## src/design/rmd_pkg.sv

```systemverilog
package rmd_pkg;

  localparam int WORD_BITS   = 62;
  localparam int MAX_Q_LIMBS = 8;
  localparam int MAX_P_LIMBS = 4;
  localparam int Q_IDX_W     = 3;
  localparam int P_IDX_W     = 2;
  localparam int QCNT_W      = 4;
  localparam int PCNT_W      = 3;
  localparam int CNT_W       = $clog2(WORD_BITS);
  localparam int PHAT_DEPTH  = MAX_Q_LIMBS * MAX_P_LIMBS;

  localparam logic CMD_LOAD = 1'b0;
  localparam logic CMD_RES  = 1'b1;

  localparam logic REG_Q_LIMBS = 1'b0;
  localparam logic REG_P_LIMBS = 1'b1;

  typedef enum logic [2:0] {
    TBL_Q_MOD    = 3'd0,
    TBL_P_MOD    = 3'd1,
    TBL_PHAT_INV = 3'd2,
    TBL_PHAT_Q   = 3'd3,
    TBL_P_INV    = 3'd4
  } tbl_t;

  typedef enum logic [1:0] {
    OP_MUL = 2'd0,
    OP_ADD = 2'd1,
    OP_SUB = 2'd2
  } op_t;

  typedef enum logic [2:0] {
    SEL_SCALE = 3'd0,
    SEL_TERM  = 3'd1,
    SEL_ACC   = 3'd2,
    SEL_DIFF  = 3'd3,
    SEL_OUT   = 3'd4
  } sel_t;

  typedef struct packed {
    logic               start;
    sel_t               sel;
    logic [Q_IDX_W-1:0] limb;
    logic [P_IDX_W-1:0] pidx;
    logic               accept;
    logic               load_out;
    logic               last;
  } ctl_cmd_t;

  typedef struct packed {
    logic done;
    logic busy;
    logic out_free;
  } dp_stat_t;

endpackage

```

## src/design/rmd_ctrl.sv

```systemverilog
module rmd_ctrl
  import rmd_pkg::*;
(
  input  logic               clk,
  input  logic               rst,
  input  logic               cfg_we,
  input  logic               cfg_index,
  input  logic [QCNT_W-1:0]  cfg_data,
  input  logic               in_valid,
  output logic               in_stall,
  input  logic               command,
  input  logic               in_p_basis,
  input  logic [P_IDX_W-1:0] p_index,
  output ctl_cmd_t           cmd,
  input  dp_stat_t           status
);

  typedef enum logic [6:0] {
    S_IDLE  = 7'b0000001,
    S_SCALE = 7'b0000010,
    S_TERM  = 7'b0000100,
    S_ACC   = 7'b0001000,
    S_DIFF  = 7'b0010000,
    S_OUTM  = 7'b0100000,
    S_EMIT  = 7'b1000000
  } state_t;

  state_t             state, state_next;
  logic [QCNT_W-1:0]  q_limbs;
  logic [PCNT_W-1:0]  p_limbs;
  logic [QCNT_W-1:0]  nq;
  logic [PCNT_W-1:0]  np;
  logic [Q_IDX_W-1:0] i_cnt, i_cnt_next;
  logic [P_IDX_W-1:0] p_cur;
  logic               launch, launch_next, accept, last_limb, closing;

  always_comb begin
    if (q_limbs == '0) nq = QCNT_W'(1);
    else if (q_limbs > QCNT_W'(MAX_Q_LIMBS)) nq = QCNT_W'(MAX_Q_LIMBS);
    else nq = q_limbs;
    if (p_limbs == '0) np = PCNT_W'(1);
    else if (p_limbs > PCNT_W'(MAX_P_LIMBS)) np = PCNT_W'(MAX_P_LIMBS);
    else np = p_limbs;
  end

  assign in_stall  = (state != S_IDLE);
  assign accept    = in_valid && !in_stall;
  assign last_limb = ({1'b0, i_cnt} == nq - 1'b1);
  assign closing   = ({1'b0, p_cur} == np - 1'b1);

  always_comb begin
    state_next  = state;
    i_cnt_next  = i_cnt;
    launch_next = 1'b0;
    unique case (state)
      S_IDLE: begin
        if (accept && command == CMD_RES && in_p_basis && {1'b0, p_index} < np) begin
          state_next  = S_SCALE;
          launch_next = 1'b1;
        end
      end
      S_SCALE: begin
        if (status.done) begin
          state_next = S_TERM; i_cnt_next = '0; launch_next = 1'b1;
        end
      end
      S_TERM: begin
        if (status.done) begin
          state_next = S_ACC; launch_next = 1'b1;
        end
      end
      S_ACC: begin
        if (status.done) begin
          if (!last_limb) begin
            state_next = S_TERM; i_cnt_next = i_cnt + 1'b1; launch_next = 1'b1;
          end else if (closing) begin
            state_next = S_DIFF; i_cnt_next = '0; launch_next = 1'b1;
          end else begin
            state_next = S_IDLE;
          end
        end
      end
      S_DIFF: begin
        if (status.done) begin
          state_next = S_OUTM; launch_next = 1'b1;
        end
      end
      S_OUTM: begin
        if (status.done) state_next = S_EMIT;
      end
      S_EMIT: begin
        if (status.out_free) begin
          if (last_limb) begin
            state_next = S_IDLE;
          end else begin
            state_next = S_DIFF; i_cnt_next = i_cnt + 1'b1; launch_next = 1'b1;
          end
        end
      end
      default: state_next = S_IDLE;
    endcase
  end

  always_comb begin
    cmd.start    = launch;
    cmd.limb     = i_cnt;
    cmd.pidx     = p_cur;
    cmd.accept   = accept;
    cmd.load_out = (state == S_EMIT) && status.out_free;
    cmd.last     = last_limb;
    unique case (state)
      S_SCALE: cmd.sel = SEL_SCALE;
      S_TERM:  cmd.sel = SEL_TERM;
      S_ACC:   cmd.sel = SEL_ACC;
      S_DIFF:  cmd.sel = SEL_DIFF;
      S_OUTM:  cmd.sel = SEL_OUT;
      default: cmd.sel = SEL_OUT;
    endcase
  end

  always_ff @(posedge clk) begin
    if (rst) begin
      state   <= S_IDLE;
      launch  <= 1'b0;
      i_cnt   <= '0;
      p_cur   <= '0;
      q_limbs <= QCNT_W'(1);
      p_limbs <= PCNT_W'(1);
    end else begin
      state  <= state_next;
      launch <= launch_next;
      i_cnt  <= i_cnt_next;
      if (accept) p_cur <= p_index;
      if (cfg_we) begin
        unique case (cfg_index)
          REG_Q_LIMBS: q_limbs <= cfg_data;
          REG_P_LIMBS: p_limbs <= cfg_data[PCNT_W-1:0];
          default: ;
        endcase
      end
    end
  end

endmodule

```

## config.mk

```make
export PLATFORM = sky130hd
export DESIGN_NAME = rmd_ctrl
export DESIGN_NICKNAME = d
export VERILOG_FILES = /design/src/design/rmd_pkg.sv /design/src/design/rmd_ctrl.sv
export SDC_FILE = /design/constraint.sdc
export NUM_CORES = 1
export LEC_CHECK = 0
export BUFFER_PORTS_ARGS = -buffer_cell sky130_fd_sc_hd__buf_2
export CAP_MARGIN = 20
export CORE_MARGIN = 2
export CORE_UTILIZATION = 45
export CTS_CLUSTER_DIAMETER = 50
export DETAILED_ROUTE_END_ITERATION = 16
export PLACE_DENSITY = 0.67
export SLEW_MARGIN = 20
export SYNTH_ARGS = -nofsm -noshare
export SYNTH_HDL_FRONTEND = slang
export SYNTH_SLANG_ARGS = --single-unit
```

## constraint.sdc

```tcl
create_clock -name clk -period 6 [get_ports clk]
set_clock_uncertainty 0.15 [all_clocks]
set_input_delay 1.2 -clock clk [delete_from_list [all_inputs] [get_ports clk]]
set_output_delay 1.2 -clock clk [all_outputs]
set_load 0.005 [all_outputs]
```

### After elaboration in Yosys (flattened, before gate mapping)

Index checks and enable logic that the tools add are counted.

* $add $sub $neg: 3
* order comparisons: 3
* eq/ne operators: 19
* mux-type cells: 31
* bitwise operators: 1
* reduce and logical (&&, ||, !) cells: 14

Operator list (count)
* two-way mux 7 bit: 7
* case mux 7 bit (7 select lines): 1
* two-way mux 3 bit: 8
* != test 2 bit (second input constant): 8
* two-way mux 5 bit: 3
* case mux 3 bit (4 select lines): 1
* case mux 3 bit (3 select lines): 1
* two-way mux 4 bit: 2
* equality test 7 x 1 -> 1 bit (second input constant): 1
* equality test 7 x 2 -> 1 bit (second input constant): 1
* equality test 7 x 3 -> 1 bit (second input constant): 1
* equality test 7 x 4 -> 1 bit (second input constant): 1
* equality test 7 x 5 -> 1 bit (second input constant): 1
* equality test 7 x 6 -> 1 bit (second input constant): 1
* equality test 7 bit (second input constant): 1
* two-way mux 1 bit: 7
* != test 7 x 1 -> 1 bit (second input constant): 1
* AND reduction 7 bit: 1
* AND reduction 6 bit: 1
* logical AND 1 bit: 5
* equality test 3 x 4 -> 1 bit: 1
* greater-than comparator 4 bit (second input constant): 1
* logical NOT 4 bit: 1
* case mux 1 bit (4 select lines): 1
* other kinds (13): 14

* register bits: 20
* word-level logic and storage cells: 77

### Depth between registers and ports, before layout

* depth after elaboration: 9
* gate-level depth with buffers: 9
* gate-level depth less buffers: 9

### Worst setup path before layout

OpenSTA, ideal clock, no wires.

* kind: reg-to-output
* start: register q_limbs[1]
* end: output cmd[0] in the netlist's numbering
* data arrival time: 1.596 ns
* setup slack: 3.054 ns
* stages on the path, launching flop included: 8
* path through: dfxtp_1 > o21bai_1 > nand2_1 > ha_1 > xnor2_1 > a31o_1 > nor3_2 > buf_4

* longest elaborated chain between the ends: 5
* elaborated cells on any way between the ends: 6
* classes of those cells: add/sub: 1; order compare: 1; eq/ne: 1; mux: 2; reduce/logical: 1

RTL lines
* start, declared: line rmd_ctrl.sv:29 `logic [QCNT_W-1:0] q_limbs;`
* start signal, assigned: line rmd_ctrl.sv:136 `REG_Q_LIMBS: q_limbs <= cfg_data;`
* greater-than comparator 4 bit: line rmd_ctrl.sv:39 `else if (q_limbs > QCNT_W'(MAX_Q_LIMBS)) nq = QCNT_W'(MAX_Q_LIMBS);`
* two-way mux 4 bit: line rmd_ctrl.sv:39
* two-way mux 4 bit *: line rmd_ctrl.sv:38 `if (q_limbs == '0) nq = QCNT_W'(1);`
* subtractor 4 x 1 -> 4 bit *: line rmd_ctrl.sv:48 `assign last_limb = ({1'b0, i_cnt} == nq - 1'b1);`
* equality test 3 x 4 -> 1 bit *: line rmd_ctrl.sv:48
* end, declared: line rmd_ctrl.sv:14 `output ctl_cmd_t cmd,`

Every way passes the cells marked *; elsewhere a longest branch is shown, timed or not.

==> run metrics <==
Initial DRT Pass Iterations 4; Synth warnings 0; CTS tree done; Slew headroom 0.7002; buffer count from post-CTS setup fixing 0; peak supply drop 0.1788 mV; Inst Count DP 227; Worst Tran Pin Value 0.4487 ns; Post-Syn Nets 197; total gr overflow 0; hold slack final 0.3512 ns; fmax 0.2863 GHz; routability cong. 0.8717; Yosys reg bits 20; top-area cell type share of the netlist area 0.2883; Cell Count, Final, Fillers Out 231; Top-Level Pins 29; cts hold-fix bufs 0; vias in the first global route 1,241; Die Span Y 59.56 um; clk sink count 20; Startpoint Class flip-flop; Area contributors post-synth dfxtp_1 (29%), nor2_1 (5.7%), a21oi_1 (4.0%), a211o_1 (3.8%), ha_1 (3.6%); Nets 219; setup TNS 0 ns; antenna cells 0; Cell variety after synth 50; max_cap viols 0; DRC viols 0; met3 routed WL 113 um; static leakage 0.6974 nW; Die ar. 3547 sq um; initial antenna violation count 0; largest net degree at the start of global routing 25; PostCTS Resize Cnt 0; Max Slew Vio Count 0; Power Density 283.3 nW/um^2; Setup CP Type flip-flop to output pin; min Tclk post-route 3.493 ns; Post-synth EDFFs 0; Initial Utilization 0.4625; worst-path fanout max 6; synthesized instance count 177; most common cell in the netlist nor2_1; synthesized area 1389 sq um; row cnt 20; Commonest cells post-synth nor2_1 (21), dfxtp_1 (20), nand2_1 (13); Avg WL per Cell 13.39 um; drt via density 5.762; met1 WL 1381 um; gr usage total 0.1967; asr flop ratio synth 0; outcome completed; htree depth 1; root buf cell clkbuf_4; CTS max path bufs 2; first-pass GRT wire length 5409 um; core box area 3003 sq um; detailed-route via count 1,331; Top FF cell, synth dfxtp_1; Yosys top cell by area dfxtp_1; clk slew on worst S/H paths 0.11 ns; clk_lat worst skew 0.30 ns; RSZ-0062 raised after global routing no; Area growth syn-to-layout 11.08%; drt initial violations 45; Detailed Route WL 3093 um; CP Capture Type output pin; clock buffers created by TritonCTS 3; Hold Path Class flip-flop to flip-flop; Antenna Nets Post-Route 0; crit share post-route 0.5821; Mean Syn Cell Area 7.847 sq um; Final setup viols 0; Top Layer Used met4; IO Port Bufs 27; Detailed Place HPWL 2395 um; Critical Path RT 4.65 ns; met2 routed WL 1548 um; share of cells above drive strength 1 0.1818; final hold viol count 0; register area share after synthesis 0.2883; Die W 59.56 um; post-layout util 0.5138; Data arrival, critical path 2.14 ns
-- worst max-delay path, cell delays in order (launching register included) --
cell and delay [ns]:
dfxtp_1 0.34, o21bai_1 0.23, nand2_1 0.09, ha_1 0.31
xnor2_1 0.12, a31o_1 0.23, nor3_2 0.32, buf_2 0.20
-- power breakdown --
group	total, W	internal, W	switching, W
Sequential	0.000167	0.000146	0.0000218
Clock	0.0000794	0.0000370	0.0000424
Combinational	0.000190	0.0000816	0.000109
Total	0.000437	0.000264	0.000173
-- per-layer routing --
layer	up-vias	global-route usage
li1	680	-
met1	618	0.2457
met2	27	0.3422
met3	6	0.02620
met4	0	0.07302
met5	-	0
-- final timing paths --
check,startpoint,to,slack (ns),cells past startpoint
max,q_limbs[1],cmd[0],2.51,7
min,p_limbs[0],p_limbs[0],0.35,1
max reg2reg,q_limbs[1],i_cnt[0],3.51,9
min reg2reg,p_limbs[0],p_limbs[0],0.35,1
-- cells by family (layout without fill, tap and decap cells) --
kind of cell             count (synthesis)  count (layout)  synth area share
buffers and inverters                   19              40           0.06667
adder cells (fa/ha/maj)                  4               4           0.03604
AO/OA/AOI/OAI                           42              42            0.2135
AND/OR/NAND/NOR                         81              81            0.3234
XOR/XNOR                                 8               8           0.05045
flip-flops                              20              20            0.2883
multiplexers                             3               3           0.02162
-- registers in the layout (all words and copies together) (netlist names) --
signal,flops
p_cur,2
p_limbs,3
q_limbs,4
i_cnt,3
state,7
launch,1
-- stage by stage --
step / area [sq um] / setup WS, ns / total power (W)
after floorplan: 1389 / 3.054 / 0.0003155
after global routing: 1543 / 2.318 / 0.0004738
after CTS: 1543 / 2.526 / 0.0004369
after detailed placement: 1506 / 2.878 / 0.0003581
after global placement: 1506 / 2.916 / 0.0003542
final: 1543 / 2.507 / 0.0004371
-- final cells by class --
class                      instances  area (sq um)
inverter                           9         33.78
timing repair buffer              27         135.1
multi-input combinational        138         895.9
tap                               33         41.29
clock buffer                       4         36.28
sequential                        20         400.4
fill                             305          1460
-- cells in the final DEF, fill, tap and decap left out, types with 2 or more instances in the layout --
| cell | instances |
|---|---|
| nor2_1 | 21 |
| xor2_1 | 4 |
| mux2i_1 | 3 |
| nor3b_1 | 3 |
| inv_1 | 9 |
| o21ai_0 | 6 |
| nand4_1 | 4 |
| o31a_1 | 2 |
| a21oi_1 | 11 |
| xnor2_1 | 4 |
| nand4b_1 | 2 |
| or3_1 | 2 |
| o31ai_1 | 2 |
| a211o_1 | 6 |
| nor2b_1 | 4 |
| nand2b_1 | 7 |
| clkbuf_4 | 3 |
| ha_1 | 4 |
| nand3_1 | 4 |
| dfxtp_1 | 20 |
| nor3_1 | 4 |
| and3_1 | 3 |
| nor3_2 | 2 |
| nor4b_1 | 3 |
| nand2_1 | 13 |
| and4b_1 | 2 |
| and2_1 | 2 |
| buf_2 | 27 |
(Power assumes the default switching activity.)
